===== src/rtl/assert_macros.svh =====
// Assertion helpers shared by the packetizer modules.
// Each macro expects clk and rst to be visible in the module that uses it.
`ifndef ASSERT_MACROS_SVH
`define ASSERT_MACROS_SVH

// Checked on every rising edge, suspended while reset is high.
`define RHP_ASSERT(label, prop, msg) \
  label: assert property (@(posedge clk) disable iff (rst) prop) \
    else $error(msg);

// Checked on every rising edge, reset included.
`define RHP_ASSERT_ALWAYS(label, prop, msg) \
  label: assert property (@(posedge clk) prop) \
    else $error(msg);

`endif


===== src/rtl/rhp_pkg.sv =====
package rhp_pkg;

  // Configuration port.
  localparam int CFG_IDX_W  = 2;
  localparam int CFG_DATA_W = 32;

  localparam logic [CFG_IDX_W-1:0] CFG_SSRC         = 2'd0;
  localparam logic [CFG_IDX_W-1:0] CFG_MAX_PAYLOAD  = 2'd1;
  localparam logic [CFG_IDX_W-1:0] CFG_PAYLOAD_TYPE = 2'd2;

  // Register reset values and limits.
  localparam logic [13:0] MAXPAY_RESET = 14'd1400;
  localparam logic [13:0] MAXPAY_MIN   = 14'd3;
  localparam logic [6:0]  PT_RESET     = 7'd96;

  // RTP and FU-A constants.
  localparam logic [7:0] RTP_V2_BYTE = 8'h80;
  localparam logic [7:0] NRI_MASK    = 8'hE0;
  localparam logic [7:0] TYPE_MASK   = 8'h1F;
  localparam logic [7:0] FU_A_TYPE   = 8'd28;

  // Byte positions inside the packet serializer.
  localparam int POS_W = 4;
  localparam logic [POS_W-1:0] POS_FIRST    = 4'd0;
  localparam logic [POS_W-1:0] POS_HDR_LAST = 4'd11;
  localparam logic [POS_W-1:0] POS_FU_IND   = 4'd12;
  localparam logic [POS_W-1:0] POS_FU_HDR   = 4'd13;
  localparam logic [POS_W-1:0] POS_DATA     = 4'd14;

  // One NAL unit byte request.
  typedef struct packed {
    logic [7:0]  nalu_byte;
    logic        nalu_start;
    logic [23:0] nalu_length;
    logic [31:0] frame_timestamp;
    logic        last_unit_of_frame;
  } rhp_in_t;

  // One RTP packet byte request.
  typedef struct packed {
    logic [7:0] packet_byte;
    logic       packet_start;
    logic       packet_end;
  } rhp_out_t;

  // What one accepted unit byte turns into on the output.
  typedef struct packed {
    logic        hdr;       // 12-byte RTP header goes first
    logic        fu;        // FU indicator and FU header follow the RTP header
    logic        marker;
    logic [15:0] seq;
    logic [31:0] ts;
    logic [7:0]  fu_ind;
    logic [7:0]  fu_hdr;
    logic [7:0]  data;
    logic        data_end;  // data byte closes the packet
  } rhp_desc_t;

endpackage


===== src/rtl/h264_rtp_packetizer.sv =====
// H.264 RTP packetizer, single NAL unit and FU-A modes.
// Input channel nalu_valid/nalu_stall/nalu carries one NAL unit byte per request;
// length, timestamp and last-of-frame are taken from the request with nalu_start.
// Output channel pkt_valid/pkt_stall/pkt carries RTP packet bytes, with
// packet_start on the first header byte and packet_end on the last payload byte.
// Registers are written through cfg_we/cfg_index/cfg_data while the block is idle;
// the user is bound to this, which the block does not enforce. Indexes: 0 ssrc,
// 1 max_payload, 2 payload_type; other indexes are ignored. The first output byte
// of a request is valid in the cycle after it is accepted. A byte opening a single
// packet follows the 12 header bytes, one opening an FU-A fragment follows the
// header, FU indicator and FU header; others go alone, one byte per cycle while
// the receiver does not stall. The kept NAL header of a fragmented unit and
// ignored bytes send nothing. The next request is accepted in the cycle the last
// byte of the current one leaves. Reset clears the sequence number and unit state,
// loads register defaults and holds nalu_stall high. When the receiver stalls, the
// current byte holds and nalu_stall rises once the serializer has nothing free.
module h264_rtp_packetizer (
  input  logic                              clk,
  input  logic                              rst,
  input  logic                              cfg_we,
  input  logic [rhp_pkg::CFG_IDX_W-1:0]     cfg_index,
  input  logic [rhp_pkg::CFG_DATA_W-1:0]    cfg_data,
  input  logic                              nalu_valid,
  output logic                              nalu_stall,
  input  rhp_pkg::rhp_in_t                  nalu,
  output logic                              pkt_valid,
  input  logic                              pkt_stall,
  output rhp_pkg::rhp_out_t                 pkt
);
  import rhp_pkg::*;

  logic [31:0] ssrc;
  logic [13:0] max_payload;
  logic [6:0]  payload_type;

  logic        accept;
  logic        ready;
  rhp_desc_t   desc;
  logic        desc_valid;

  // Configuration registers.
  always_ff @(posedge clk) begin
    if (rst) begin
      ssrc         <= 32'd0;
      max_payload  <= MAXPAY_RESET;
      payload_type <= PT_RESET;
    end else if (cfg_we) begin
      case (cfg_index)
        CFG_SSRC:         ssrc         <= cfg_data;
        CFG_MAX_PAYLOAD:  max_payload  <= cfg_data[13:0];
        CFG_PAYLOAD_TYPE: payload_type <= cfg_data[6:0];
        default:          ;
      endcase
    end
  end

  // Input handshake.
  assign nalu_stall = rst || !ready;
  assign accept     = nalu_valid && !nalu_stall;

  rhp_core u_core (
    .clk         (clk),
    .rst         (rst),
    .accept      (accept),
    .nalu        (nalu),
    .max_payload (max_payload),
    .desc        (desc),
    .desc_valid  (desc_valid)
  );

  rhp_serializer u_ser (
    .clk          (clk),
    .rst          (rst),
    .load         (accept && desc_valid),
    .desc         (desc),
    .ready        (ready),
    .ssrc         (ssrc),
    .payload_type (payload_type),
    .pkt_valid    (pkt_valid),
    .pkt_stall    (pkt_stall),
    .pkt          (pkt)
  );

endmodule


===== src/rtl/rhp_core.sv =====
`include "assert_macros.svh"

module rhp_core (
  input  logic             clk,
  input  logic             rst,
  input  logic             accept,
  input  rhp_pkg::rhp_in_t nalu,
  input  logic [13:0]      max_payload,
  output rhp_pkg::rhp_desc_t desc,
  output logic             desc_valid
);
  import rhp_pkg::*;

  logic [15:0] seq, seq_next;
  logic [23:0] left, left_next;
  logic [13:0] frag_rem, frag_rem_next;
  logic        fragmenting, fragmenting_next;
  logic        first_frag, first_frag_next;
  logic        unit_last, unit_last_next;
  logic [7:0]  hdr_saved, hdr_saved_next;
  logic [31:0] cur_ts, cur_ts_next;

  logic [13:0] mp_eff;
  logic [13:0] frag_max;
  logic        left_fits;
  logic [13:0] chunk;
  logic [13:0] rem_dec;

  // Effective payload limit and the size of a new fragment.
  assign mp_eff    = (max_payload < MAXPAY_MIN) ? MAXPAY_MIN : max_payload;
  assign frag_max  = mp_eff - 14'd2;
  assign left_fits = (left <= {10'd0, frag_max});
  assign chunk     = left_fits ? left[13:0] : frag_max;
  assign rem_dec   = (frag_rem == 14'd0) ? (chunk - 14'd1) : (frag_rem - 14'd1);

  // Next state and output descriptor for the request at the input.
  always_comb begin
    seq_next         = seq;
    left_next        = left;
    frag_rem_next    = frag_rem;
    fragmenting_next = fragmenting;
    first_frag_next  = first_frag;
    unit_last_next   = unit_last;
    hdr_saved_next   = hdr_saved;
    cur_ts_next      = cur_ts;
    desc_valid       = 1'b0;
    desc.hdr         = 1'b0;
    desc.fu          = 1'b0;
    desc.marker      = 1'b0;
    desc.seq         = seq;
    desc.ts          = cur_ts;
    desc.fu_ind      = (hdr_saved & NRI_MASK) | FU_A_TYPE;
    desc.fu_hdr      = {first_frag, left_fits, 1'b0, hdr_saved[4:0]};
    desc.data        = nalu.nalu_byte;
    desc.data_end    = 1'b0;

    if (nalu.nalu_start) begin
      cur_ts_next    = nalu.frame_timestamp;
      unit_last_next = nalu.last_unit_of_frame;
      frag_rem_next  = 14'd0;
      desc.ts        = nalu.frame_timestamp;
      if (nalu.nalu_length == 24'd0) begin
        left_next        = 24'd0;
        fragmenting_next = 1'b0;
      end else begin
        left_next = nalu.nalu_length - 24'd1;
        if (nalu.nalu_length <= {10'd0, mp_eff}) begin
          // Whole unit fits in a single packet.
          fragmenting_next = 1'b0;
          desc_valid       = 1'b1;
          desc.hdr         = 1'b1;
          desc.marker      = nalu.last_unit_of_frame;
          desc.data_end    = (nalu.nalu_length == 24'd1);
          seq_next         = seq + 16'd1;
        end else begin
          // The NAL header is kept for the FU bytes and not sent.
          fragmenting_next = 1'b1;
          first_frag_next  = 1'b1;
          hdr_saved_next   = nalu.nalu_byte;
        end
      end
    end else if (left != 24'd0) begin
      left_next  = left - 24'd1;
      desc_valid = 1'b1;
      if (!fragmenting) begin
        desc.data_end = (left == 24'd1);
      end else begin
        if (frag_rem == 14'd0) begin
          // Open a new fragment.
          desc.hdr        = 1'b1;
          desc.fu         = 1'b1;
          desc.marker     = left_fits && unit_last;
          seq_next        = seq + 16'd1;
          first_frag_next = 1'b0;
        end
        frag_rem_next = rem_dec;
        desc.data_end = (rem_dec == 14'd0);
      end
    end
  end

  // Control state.
  always_ff @(posedge clk) begin
    if (rst) begin
      seq         <= 16'd0;
      left        <= 24'd0;
      frag_rem    <= 14'd0;
      fragmenting <= 1'b0;
      first_frag  <= 1'b0;
      unit_last   <= 1'b0;
    end else if (accept) begin
      seq         <= seq_next;
      left        <= left_next;
      frag_rem    <= frag_rem_next;
      fragmenting <= fragmenting_next;
      first_frag  <= first_frag_next;
      unit_last   <= unit_last_next;
    end
  end

  // Latched unit header byte and timestamp.
  always_ff @(posedge clk) begin
    if (accept) begin
      hdr_saved <= hdr_saved_next;
      cur_ts    <= cur_ts_next;
    end
  end

  `RHP_ASSERT(a_seq_step, accept && desc_valid && desc.hdr |=> seq == $past(seq) + 16'd1,
    "sequence number did not advance with a packet header")
  `RHP_ASSERT(a_rem_in_unit, frag_rem <= left[13:0] || left > 24'd16383,
    "fragment holds more bytes than the unit has left")
  `RHP_ASSERT(a_rem_idle, !fragmenting |-> frag_rem == 14'd0,
    "fragment count set outside fragmentation")

endmodule


===== src/rtl/rhp_serializer.sv =====
`include "assert_macros.svh"

module rhp_serializer (
  input  logic               clk,
  input  logic               rst,
  input  logic               load,
  input  rhp_pkg::rhp_desc_t desc,
  output logic               ready,
  input  logic [31:0]        ssrc,
  input  logic [6:0]         payload_type,
  output logic               pkt_valid,
  input  logic               pkt_stall,
  output rhp_pkg::rhp_out_t  pkt
);
  import rhp_pkg::*;

  logic            busy;
  logic [POS_W-1:0] pos;
  rhp_desc_t       desc_q;

  // A new descriptor may enter as the last byte of the current one leaves.
  assign ready     = !busy || (pos == POS_DATA && !pkt_stall);
  assign pkt_valid = busy;

  always_ff @(posedge clk) begin
    if (rst) begin
      busy <= 1'b0;
      pos  <= POS_FIRST;
    end else if (load) begin
      busy <= 1'b1;
      pos  <= desc.hdr ? POS_FIRST : POS_DATA;
    end else if (busy && !pkt_stall) begin
      if (pos == POS_DATA) begin
        busy <= 1'b0;
      end else if (pos == POS_HDR_LAST && !desc_q.fu) begin
        pos <= POS_DATA;
      end else begin
        pos <= pos + 4'd1;
      end
    end
  end

  always_ff @(posedge clk) begin
    if (load) begin
      desc_q <= desc;
    end
  end

  // Byte select over header, FU bytes and the unit byte.
  always_comb begin
    case (pos)
      4'd0:       pkt.packet_byte = RTP_V2_BYTE;
      4'd1:       pkt.packet_byte = {desc_q.marker, payload_type};
      4'd2:       pkt.packet_byte = desc_q.seq[15:8];
      4'd3:       pkt.packet_byte = desc_q.seq[7:0];
      4'd4:       pkt.packet_byte = desc_q.ts[31:24];
      4'd5:       pkt.packet_byte = desc_q.ts[23:16];
      4'd6:       pkt.packet_byte = desc_q.ts[15:8];
      4'd7:       pkt.packet_byte = desc_q.ts[7:0];
      4'd8:       pkt.packet_byte = ssrc[31:24];
      4'd9:       pkt.packet_byte = ssrc[23:16];
      4'd10:      pkt.packet_byte = ssrc[15:8];
      POS_HDR_LAST: pkt.packet_byte = ssrc[7:0];
      POS_FU_IND: pkt.packet_byte = desc_q.fu_ind;
      POS_FU_HDR: pkt.packet_byte = desc_q.fu_hdr;
      default:    pkt.packet_byte = desc_q.data;
    endcase
  end

  assign pkt.packet_start = (pos == POS_FIRST);
  assign pkt.packet_end   = (pos == POS_DATA) && desc_q.data_end;

  `RHP_ASSERT(a_load_ready, load |-> ready,
    "descriptor loaded while a packet byte is still pending")
  `RHP_ASSERT(a_start_hdr, pkt_valid && pkt.packet_start |-> desc_q.hdr,
    "packet start without a header")
  `RHP_ASSERT(a_fu_skip,
    busy && !pkt_stall && pos == POS_HDR_LAST && !desc_q.fu |=> pos == POS_DATA,
    "single packet did not skip the FU bytes")
  `RHP_ASSERT_ALWAYS(a_reset_idle, rst |=> !pkt_valid,
    "output valid right after reset")

endmodule


===== config.mk =====
export PLATFORM = sky130hd
export DESIGN_NAME = h264_rtp_packetizer
export DESIGN_NICKNAME = d
export VERILOG_FILES = /design/src/rtl/rhp_pkg.sv /design/src/rtl/h264_rtp_packetizer.sv /design/src/rtl/rhp_core.sv /design/src/rtl/rhp_serializer.sv
export VERILOG_INCLUDE_DIRS = /design/src /design/src/rtl
export SDC_FILE = /design/constraint.sdc
export NUM_CORES = 1
export LEC_CHECK = 0
export BUFFER_PORTS_ARGS = -buffer_cell sky130_fd_sc_hd__buf_4
export CAP_MARGIN = 20
export CORE_MARGIN = 8
export CORE_UTILIZATION = 40
export DETAILED_ROUTE_END_ITERATION = 6
export MAX_ROUTING_LAYER = met4
export PLACE_DENSITY_LB_ADDON = 0.05
export SLEW_MARGIN = 25
export SYNTH_ARGS = -nofsm -noshare
export SYNTH_HDL_FRONTEND = slang
export SYNTH_HIERARCHICAL = 1
export SYNTH_SLANG_ARGS = --single-unit
export TNS_END_PERCENT = 5

===== constraint.sdc =====
create_clock -name clk -period 10.42 [get_ports clk]
set_clock_uncertainty 0.15 [all_clocks]
set_input_delay 3.126 -clock clk [delete_from_list [all_inputs] [get_ports clk]]
set_output_delay 3.126 -clock clk [all_outputs]
set_load 0.02 [all_outputs]

==> results of run 1 <==
[logic make-up after synthesis]
| logic type | after synthesis |
|---|---|
| other | 2 |
| adders and majority gates | 40 |
| AOI/OAI and AO/OA | 266 |
| buffers and inverters | 129 |
| muxes | 98 |
| and+or+nand+nor | 453 |
| xor gates and xnor gates | 40 |
| DFF | 230 |
[cell usage in the layout, fill, tap and decap left out, types with 17 or more instances in the layout]
| master | instances |
|---|---|
| mux2_2 | 35 |
| mux2i_1 | 58 |
| dfxtp_1 | 115 |
| nand2b_1 | 84 |
| or3_1 | 19 |
| clkbuf_16 | 28 |
| a22oi_1 | 42 |
| inv_1 | 37 |
| nor3_1 | 32 |
| nor2_1 | 103 |
| ha_1 | 40 |
| nand3_1 | 35 |
| or4_1 | 17 |
| edfxtp_1 | 115 |
| buf_4 | 128 |
| nand2_1 | 74 |
| xnor2_1 | 28 |
| o21ai_0 | 48 |
| a21oi_1 | 64 |
[final cells by class]
class                           instances  share of cell area
Tap cell                              402              0.0345
Multi-Input combinational cell        903               0.431
Sequential cell                       230               0.394
Inverter                               38             0.00977
Clock buffer                           39              0.0556
Clock inverter                         10             0.00934
Timing Repair Buffer                  128              0.0658
[power breakdown]
| part | leakage (nW) | switching (W) | internal, W |
|---|---|---|---|
| Combinational | 2.90 | 0.000315 | 0.000202 |
| Clock | 0.469 | 0.000381 | 0.000614 |
| Sequential | 2.00 | 0.0000322 | 0.000996 |
| Total | 5.37 | 0.000728 | 0.00181 |
[registers in the layout (all words and copies together) (netlist names)]
signal and cells:
u_core/unit_last 1, max_payload 14, u_core/first_frag 1, u_ser/pkt_valid 1, u_ser/desc_q 75, u_ser/pos 4, u_core/hdr_saved 8, u_core/left 24
u_core/cur_ts 32, u_core/frag_rem 14, u_core/fragmenting 1, ssrc 32, u_core/seq 16, payload_type 7
[stage by stage]
stage / setup WS (ps) / total power [W] / cells
floorplan: 2520 / 0.00141 / 1262
global placement: 3100 / 0.00157 / 1701
detailed placement: 3020 / 0.00156 / 1701
CTS: 3220 / 0.00257 / 1750
global route: 3160 / 0.00265 / 1750
finish: 3240 / 0.00254 / 1750
[worst min-delay path by stage]
| stage | startpoint | end | slack, ps | cells past startpoint |
|---|---|---|---|---|
| 3_5_place_dp | u_core/hdr_saved[4]$_DFFE_PP_ | u_ser/desc_q[13]$_DFFE_PP_ | 250 | 0 |
| 6_report | u_core/hdr_saved[1]$_DFFE_PP_ | u_ser/desc_q[10]$_DFFE_PP_ | 270 | 0 |
| 4_1_cts | u_core/hdr_saved[0]$_DFFE_PP_ | u_ser/desc_q[9]$_DFFE_PP_ | 260 | 0 |
| 3_3_place_gp | u_core/hdr_saved[1]$_DFFE_PP_ | u_ser/desc_q[10]$_DFFE_PP_ | 250 | 0 |
| 2_1_floorplan | u_core/hdr_saved[1]$_DFFE_PP_ | u_ser/desc_q[10]$_DFFE_PP_ | 250 | 0 |
| 5_1_grt | u_core/hdr_saved[0]$_DFFE_PP_ | u_ser/desc_q[9]$_DFFE_PP_ | 270 | 0 |
[layer usage]
layer / vias to the layer above / wire [um] / global-route usage
li1: 4777 / - / -
met1: 4750 / 18300 / 0.273
met2: 264 / 16300 / 0.293
met3: 37 / 2000 / 0.0307
met4: 0 / 521 / 0.0362
met5: - / 0 / -
==> flow_summary.toml, run 1 <==
[status]
status = "finished, final reports clean"

[global_routing]
antenna_found_initial = 0
gr-usage-all-layers = 0.194
grt-ovfl-total = 0
grt_first_pass_wirelength_um = 56900
grt_pass1_vias = 9534
grt_start_max_net_pins = 98

[synthesis]
synthCells = 1258
synthArstFlopShare = 0
synthTopCellsByArea = "edfxtp_1 (27%), dfxtp_1 (18%), mux2i_1 (4.6%), nand2b_1 (4.1%), ha_1 (3.9%)"
synth_xor_area_frac = 0.0276
synth_warnings = 6
syn_area_mm2 = 0.0127
synth_top_family_by_area = "simple AND/OR/NAND/NOR gates"
synthTopCellsByCount = "dfxtp_1 (115), edfxtp_1 (115), nor2_1 (104)"
synth_ff_type = "edfxtp_1"
synth_edf_count = 115
synthAdderAreaFrac = 0.0394
synth-compound-area-share = 0.144
synth-seq-area-share = 0.454
muxShareOfSynthArea = 0.0848
yosysTopAreaCell = "edfxtp_1"
synth_cell_types = 90
synthSimpleGateAreaFrac = 0.196
avgSynthCellArea_um2 = 10.1
ys_seq_elements = 230
synth_top_area_share = 0.272

[timing]
hold_viol = 0
min_period_ps = 7180
slew_headroom = 0.310
worst_slew_pin_slew_ps = 1030
tns_ps = 0
rsz0062_at_grt = "no"
slew_violations = 0
setup_violations = 0
fmaxAchievable_mhz = 139
fin_crit_sh = 0.689
hold_ws_ps = 269

[worst_setup_path]
endpoint = "nalu_stall"
max_stage_delay_ps = 460
critPathCaptureType = "primary output"
rr_worst_depth = 23
rrSetupSlack_ps = 3790
cp.depth = 3
cp_common_cell = "buf_4"
arrival_ps = 3910
cp_cell_sequence = "buf_4, nand2b_1, buf_4"
r2r_end = "u_ser/desc_q[0]$_DFFE_PP_"
startpoint_type = "input port"
worst-setup-path-type = "input port to primary output"
cpMaxStageDelayCell = "buf_4"
r2r_start = "max_payload[11]$_SDFFE_PP0P_"
required_ps = 7140
path_buf_inv = 2
critPathTopFamily = "buffers and inverters"
critPathMaxFanout = 59
cp-startpoint = "rst"

[cells_and_area]
fin_nets = 1473
num_antenna_cells = 0
register_area_mm2 = 0.00576
num-fill-cells = 2949
final_area_mm2 = 0.0146
utilization = 0.465
multi_input_area_mm2 = 0.00628
drive_gt1_frac = 0.181
area_growth_pct = 15.0

[placement]
port_buffers = 116
gp_congestion = 0.875
dp_hpwl_um = 26700
placed_area_mm2 = 0.0136

[floorplan]
fp.coreArea_mm2 = 0.0314
start_util = 0.404
die_y_um = 194
die-area_mm2 = 0.0377
die_w_um = 194
io_pins = 117
row_count = 65

[drt]
wl_per_cell_um = 21.2
dr.pass1.iters = 6
drc = 0
vias_per_cell = 5.62
postRouteAntennaNets = 0
vias = 9828
drtIter0Drc = 819
wirelength_um = 37100

[cts]
cts_tree = "done"
h-tree-depth = 1
cts_setup_buffers = 0
hold_buffers = 0
numCtsBuffers = 27
cts_buffer_depth = 3
clock_latency_ps = 550
cts-root-buf = "clkbuf_16"
cts_resized = 0
clkSlewWorstSetupHoldPaths_ps = 60
cts.sinks = 230

[flow_run]
maxCapViolCount = 0

[pwr]
leakagePower_nw = 5.37
vdd_drop_max_mv = 0.123
power.density_mw_per_mm2 = 174

[hold_path]
hp-class = "register to register"
(Power assumes the default switching activity.)
==> run 2, diff against run 1 <==
Settings changed: ABC_AREA set to 1.
Clock period 10.42 ns to 6.5 ns, I/O delays scaled along.
==> run 2 against run 1 <==
Against the previous run: synthesized cell count up 42%; combinational power rose by 43%; cell count increased by 33%; non-clock buffer count is 6 higher; routed wire length up 7.8%; setup slack got worse by 2000 ps; critical path depth is 32 higher; largest cell class unchanged; sequential cell count is the same.
==> flow_summary.toml, run 2 <==
[floorplan]
start_util = 0.403
die-area_mm2 = 0.0398
row_count = 67
die_y_um = 199
die_w_um = 199
fp.coreArea_mm2 = 0.0334
io_pins = 117

[cts]
clock_latency_ps = 560
cts_tree = "done"
cts_resized = 0
cts_setup_buffers = 0
clkSlewWorstSetupHoldPaths_ps = 60
cts.sinks = 230
cts-root-buf = "clkbuf_16"
h-tree-depth = 1
cts_buffer_depth = 3
numCtsBuffers = 28
hold_buffers = 0

[synthesis]
ys_seq_elements = 230
synthAdderAreaFrac = 0.0372
synth_edf_count = 115
synthTopCellsByCount = "nand2_1 (441), nor2_1 (210), inv_1 (202)"
avgSynthCellArea_um2 = 7.53
synthSimpleGateAreaFrac = 0.332
muxShareOfSynthArea = 0
synth_top_family_by_area = "simple AND/OR/NAND/NOR gates"
synth_cell_types = 53
synth_xor_area_frac = 0.0267
synth_warnings = 6
syn_area_mm2 = 0.0135
synth-compound-area-share = 0.0765
synth-seq-area-share = 0.428
synthArstFlopShare = 0
synthMostInstantiatedCell = "nand2_1"
synth_top_area_share = 0.257
synthCells = 1787
synth_ff_type = "edfxtp_1"
synthTopCellsByArea = "edfxtp_1 (26%), dfxtp_1 (17%), nand2_1 (12%), nor2_1 (5.9%), inv_1 (5.6%)"
yosysTopAreaCell = "edfxtp_1"

[cells_and_area]
num_antenna_cells = 0
final_cell_mix = "nand2_1 (441), nor2_1 (209), inv_1 (201), nand3_1 (149), buf_4 (133)"
fin_nets = 2008
num-fill-cells = 3449
largest_register_ffs = 75
final_area_mm2 = 0.0155
area_growth_pct = 15.5
final_common_cell = "nand2_1"
regMostFlops = "u_ser/desc_q"
drive_gt1_frac = 0.141
largest_registers = "u_ser/desc_q: 75 flops, ssrc: 32 flops, u_core/cur_ts: 32 flops"

[drt]
drc = 0
drtIter0Drc = 752
vias = 11686
vias_per_cell = 5.01
wirelength_um = 40000
postRouteAntennaNets = 0
dr.pass1.iters = 7
wl_per_cell_um = 17.1

[global_routing]
grt_first_pass_wirelength_um = 62300
grt_start_max_net_pins = 75
grt_pass1_vias = 11145
grt-ovfl-total = 0
gr-usage-all-layers = 0.204
antenna_found_initial = 0

[pwr]
p_sw_w = 0.00118
vdd_drop_max_mv = 0.222
pwr-share-seq = 0.407
power.share.clock = 0.408
switching_share = 0.293
total_power_w = 0.00401
power.density_mw_per_mm2 = 258
p_int_w = 0.00284
leakagePower_nw = 7.01
comb_power_share = 0.185

[hold_path]
min_to = "u_ser/desc_q[23]$_DFFE_PP_"
hold_depth = 0
worstHoldStart = "u_core/hdr_saved[6]$_DFFE_PP_"
hp-class = "register to register"

[placement]
gp_congestion = 0.885
port_buffers = 116
placed_area_mm2 = 0.0145
dp_hpwl_um = 29800

[timing]
min_period_ps = 5290
fmaxAchievable_mhz = 189
hold_viol = 0
fin_crit_sh = 0.815
tns_ps = 0
setup_violations = 0
slew_headroom = 0.336
rsz0062_at_grt = "no"
worst_slew_pin_slew_ps = 996
slew_violations = 0

[worst_setup_path]
cpMaxStageDelayCell = "dfxtp_1"
startpoint_type = "register"
r2r_start = "max_payload[12]$_SDFFE_PP0P_"
cp_common_cell = "nand2_1"
r2r_end = "u_ser/desc_q[0]$_DFFE_PP_"
max_stage_delay_ps = 430
rr_worst_depth = 35
required_ps = 6640
rrSetupSlack_ps = 1210
critPathMaxFanout = 17
arrival_ps = 5440
worst-setup-path-type = "register to register"
critPathCaptureType = "register"

[flow_run]
maxCapViolCount = 0

[status]
status = "finished, final reports clean"
[run 2: changes by cell type in the layout (fill, tap and decap cells not counted), moves of 17 or more]
cell / previous run / this run
a21oi_1: 64 / 92
nand2b_1: 84 / 0
nand4_1: 8 / 73
nand2_1: 74 / 441
mux2i_1: 58 / 0
inv_1: 37 / 201
mux2_2: 35 / 0
nand3_1: 35 / 149
a22oi_1: 42 / 0
nor2_1: 103 / 209
or4_1: 17 / 0
or3_1: 19 / 1
nand2_2: 0 / 17
[run 2: stage by stage]
stage | setup slack, ps | instances | hold WS, ps | utilization
floorplan | 494 | 1791 | 250 | -
global placement | 762 | 2280 | 255 | 0.436
detailed placement | 1250 | 2281 | 256 | 0.436
CTS | 1200 | 2333 | 266 | 0.466
global route | 617 | 2333 | 274 | 0.466
finish | 1210 | 2333 | 265 | 0.466
[run 2: worst max-delay path by stage]
stage                                       startpoint                          to  depth (start not counted)
after detailed placement  max_payload[12]$_SDFFE_PP0P_   u_ser/desc_q[0]$_DFFE_PP_                         35
after CTS                 max_payload[12]$_SDFFE_PP0P_   u_ser/desc_q[0]$_DFFE_PP_                         35
after floorplan                               nalu[40]   u_ser/pos[1]$_SDFFE_PP0P_                         13
after global placement                        nalu[49]  u_ser/desc_q[39]$_DFFE_PP_                         10
final                     max_payload[12]$_SDFFE_PP0P_   u_ser/desc_q[0]$_DFFE_PP_                         35
after global routing      max_payload[12]$_SDFFE_PP0P_   u_ser/desc_q[0]$_DFFE_PP_                         34
[run 2: area by class of cell]
type / instances / area (um2) / area share
clock buffers: 39 / 816 / 0.0525
clock inverters: 13 / 178 / 0.0114
inverters: 218 / 821 / 0.0528
multi-input cells: 1251 / 6400 / 0.412
flip-flops and latches: 230 / 5760 / 0.370
well taps: 448 / 561 / 0.0361
repair buffers: 134 / 1010 / 0.0650
[run 2: cells by family after synthesis]
kind of cell               after synthesis
and+or+nand+nor                        982
AOI/OAI and AO/OA                      182
adders and majority gates               40
buffers and inverters                  310
xor gates and xnor gates                41
other                                    2
DFF                                    230
[run 2: per-layer routing]
metal | part of all wire | global-route usage | vias up
met5 | 0 | - | -
met4 | 0.033 | 0.0659 | 0
li1 | - | - | 6004
met1 | 0.45 | 0.264 | 5366
met3 | 0.043 | 0.0278 | 67
met2 | 0.47 | 0.328 | 249
[run 2: power by group through the flow]
stage	sequential, W	clock [W]	combinational, W
after floorplan	0.00165	0	0.000531
after global placement	0.00166	0	0.000741
after detailed placement	0.00166	0	0.000745
after CTS	0.00163	0.00168	0.000748
after global routing	0.00164	0.00174	0.000834
final	0.00163	0.00164	0.000743
[run 2: critical path: cells and delay by family, from the launching register on]
| family | cells | cell delay (ps) |
|---|---|---|
| flops | 1 | 430 |
| simple gates | 25 | 2720 |
| xor+xnor | 2 | 480 |
| buf+inv | 4 | 330 |
| compound gates | 1 | 190 |
| fa+ha+maj | 3 | 690 |
==> run 3, diff against run 2 <==
Clock period 6.5 ns to 4.6 ns, I/O delays scaled along.
==> run 3 against run 2 <==
Against the previous run: critical path depth is 2 lower; combinational power grew 53%; cell area is 2.9% higher; setup slack got worse by 930 ps; total power grew 37%; sequential cell count stayed put; largest power group is now registers; critical endpoint unchanged; routed wire length grew 6.5%; cell count increased by 1.2%.
==> flow_summary.toml, run 3 (synthesis results as in run 2) <==
[placement]
post-place-ws_ps = -2.55
gp_congestion = 0.912
dp_hpwl_um = 31700
port_buffers = 116
placed_area_mm2 = 0.0149

[cts]
h-tree-depth = 1
numCtsBuffers = 28
cts_tree = "done"
clock_latency_ps = 550
cts_buffer_depth = 3
clkSlewWorstSetupHoldPaths_ps = 60
cts-root-buf = "clkbuf_16"
cts.sinks = 230

[worst_setup_path]
startpoint_type = "register"
required_ps = 4740
cp_common_cell = "nand2_1"
cpMaxStageDelayCell = "dfxtp_2"
critPathMaxFanout = 5
worst-setup-path-type = "register to register"
critPathCaptureType = "register"
rr_worst_depth = 33
max_stage_delay_ps = 340
arrival_ps = 4460

[pwr]
leakagePower_nw = 7.11
comb_power_share = 0.207
pwr-share-seq = 0.420
power.density_mw_per_mm2 = 344
p_int_w = 0.00381
vdd_drop_max_mv = 0.337
switching_share = 0.307
p_sw_w = 0.00168
total_power_w = 0.00549
power.share.clock = 0.373

[timing]
slew_headroom = 0.360
setup_violations = 0
min_period_ps = 4320
fin_crit_sh = 0.939
slew_violations = 0
fin_ws_ps = 280
hold_viol = 0
worst_slew_pin_slew_ps = 959
rsz0062_at_grt = "yes"
fmaxAchievable_mhz = 232
hold_ws_ps = 268

[global_routing]
grt_first_pass_wirelength_um = 66000
grt_start_max_net_pins = 74
gr-usage-all-layers = 0.217
grt-ovfl-total = 0
antenna_found_initial = 0
grt_pass1_vias = 11268

[drt]
drc = 0
drtIter0Drc = 866
vias_per_cell = 5.11
wirelength_um = 42600
vias = 12070
dr.pass1.iters = 5
wl_per_cell_um = 18.0
postRouteAntennaNets = 0

[cells_and_area]
num_antenna_cells = 0
fin_nets = 2035
final_area_mm2 = 0.0160
regMostFlops = "u_ser/desc_q"
area_growth_pct = 18.8
largest_registers = "u_ser/desc_q: 75 flops, ssrc: 32 flops, u_core/cur_ts: 32 flops"
final_common_cell = "nand2_1"
final_cell_mix = "nand2_1 (437), nor2_1 (200), inv_1 (198), buf_4 (159), nand3_1 (146)"
largest_register_ffs = 75
drive_gt1_frac = 0.174
num-fill-cells = 3463

[floorplan]
start_util = 0.403
die-area_mm2 = 0.0398
fp.coreArea_mm2 = 0.0334
io_pins = 117
row_count = 67
die_y_um = 199
die_w_um = 199

[status]
status = "finished, final reports clean"

[hold_path]
hp-class = "register to register"
hold_depth = 0

[flow_run]
maxCapViolCount = 0
==> run 3: cell count changes in the layout (fill, tap and decap cells not counted), sizes merged <==
| cell | delta |
|---|---|
| clkinv | +9 |
| inv | -2 |
| nand2 | +1 |
| buf | +26 |
| clkbuf | -6 |
| bufinv | -2 |
| clkinvlp | +1 |
==> run 3: layer usage <==
layer / vias to the layer above / global-route usage / wire length (um)
met5: - / - / 0
met4: 0 / 0.0387 / 751
met3: 45 / 0.0207 / 1890
met2: 267 / 0.347 / 19900
met1: 5695 / 0.301 / 20000
li1: 6063 / - / -
==> run 3: what timing repair did <==
item	4_1_cts	5_1_grt
hold buffers	0	0
resized for setup	1	40
pin swaps	0	14
setup endpoints to repair	1	7
setup buffers	1	4
endpoints found under the hold margin	0	0
cloned	0	1
==> run 3: final cells by class <==
type	count	area (um2)	share of cell area
Inverter	218	828	0.0518
Clock buffer	33	719	0.0450
Timing Repair Buffer	160	1210	0.0759
Clock inverter	19	131	0.00822
Sequential cell	230	5760	0.360
Multi-Input combinational cell	1252	6770	0.424
Tap cell	448	561	0.0351
==> run 3: worst max-delay path, delay by kind of cell (launching register included) <==
family,cells,cell delay (ps)
xor gates and xnor gates,1,180
DFF,1,340
buffers and inverters,3,260
and+or+nand+nor,27,2620
adders and majority gates,2,500
==> run 3: final timing paths <==
check,from,end,slack (ps)
worst min register to register,u_core/hdr_saved[6]$_DFFE_PP_,u_ser/desc_q[23]$_DFFE_PP_,270
worst min-delay path,u_core/hdr_saved[6]$_DFFE_PP_,u_ser/desc_q[23]$_DFFE_PP_,270
worst max register to register,max_payload[8]$_SDFFE_PP1P_,u_ser/desc_q[0]$_DFFE_PP_,280
worst max-delay path,max_payload[8]$_SDFFE_PP1P_,u_ser/desc_q[0]$_DFFE_PP_,280
==> run 3: stage by stage <==
stage	setup TNS [ps]	instances	utilization
after CTS	0	2355	0.472
after detailed placement	-2.55	2302	0.446
final	0	2360	0.479
after floorplan	-24860	1791	-
after global placement	0	2302	0.446
after global routing	-96.0	2360	0.479
==> run 3: power groups by stage <==
stage | Clock [W] | Sequential [W] | Combinational (W)
after floorplan | 0 | 0.00233 | 0.000761
after global placement | 0 | 0.00235 | 0.00110
after detailed placement | 0 | 0.00235 | 0.00110
after CTS | 0.00211 | 0.00231 | 0.00110
after global routing | 0.00219 | 0.00232 | 0.00127
final | 0.00205 | 0.00231 | 0.00114
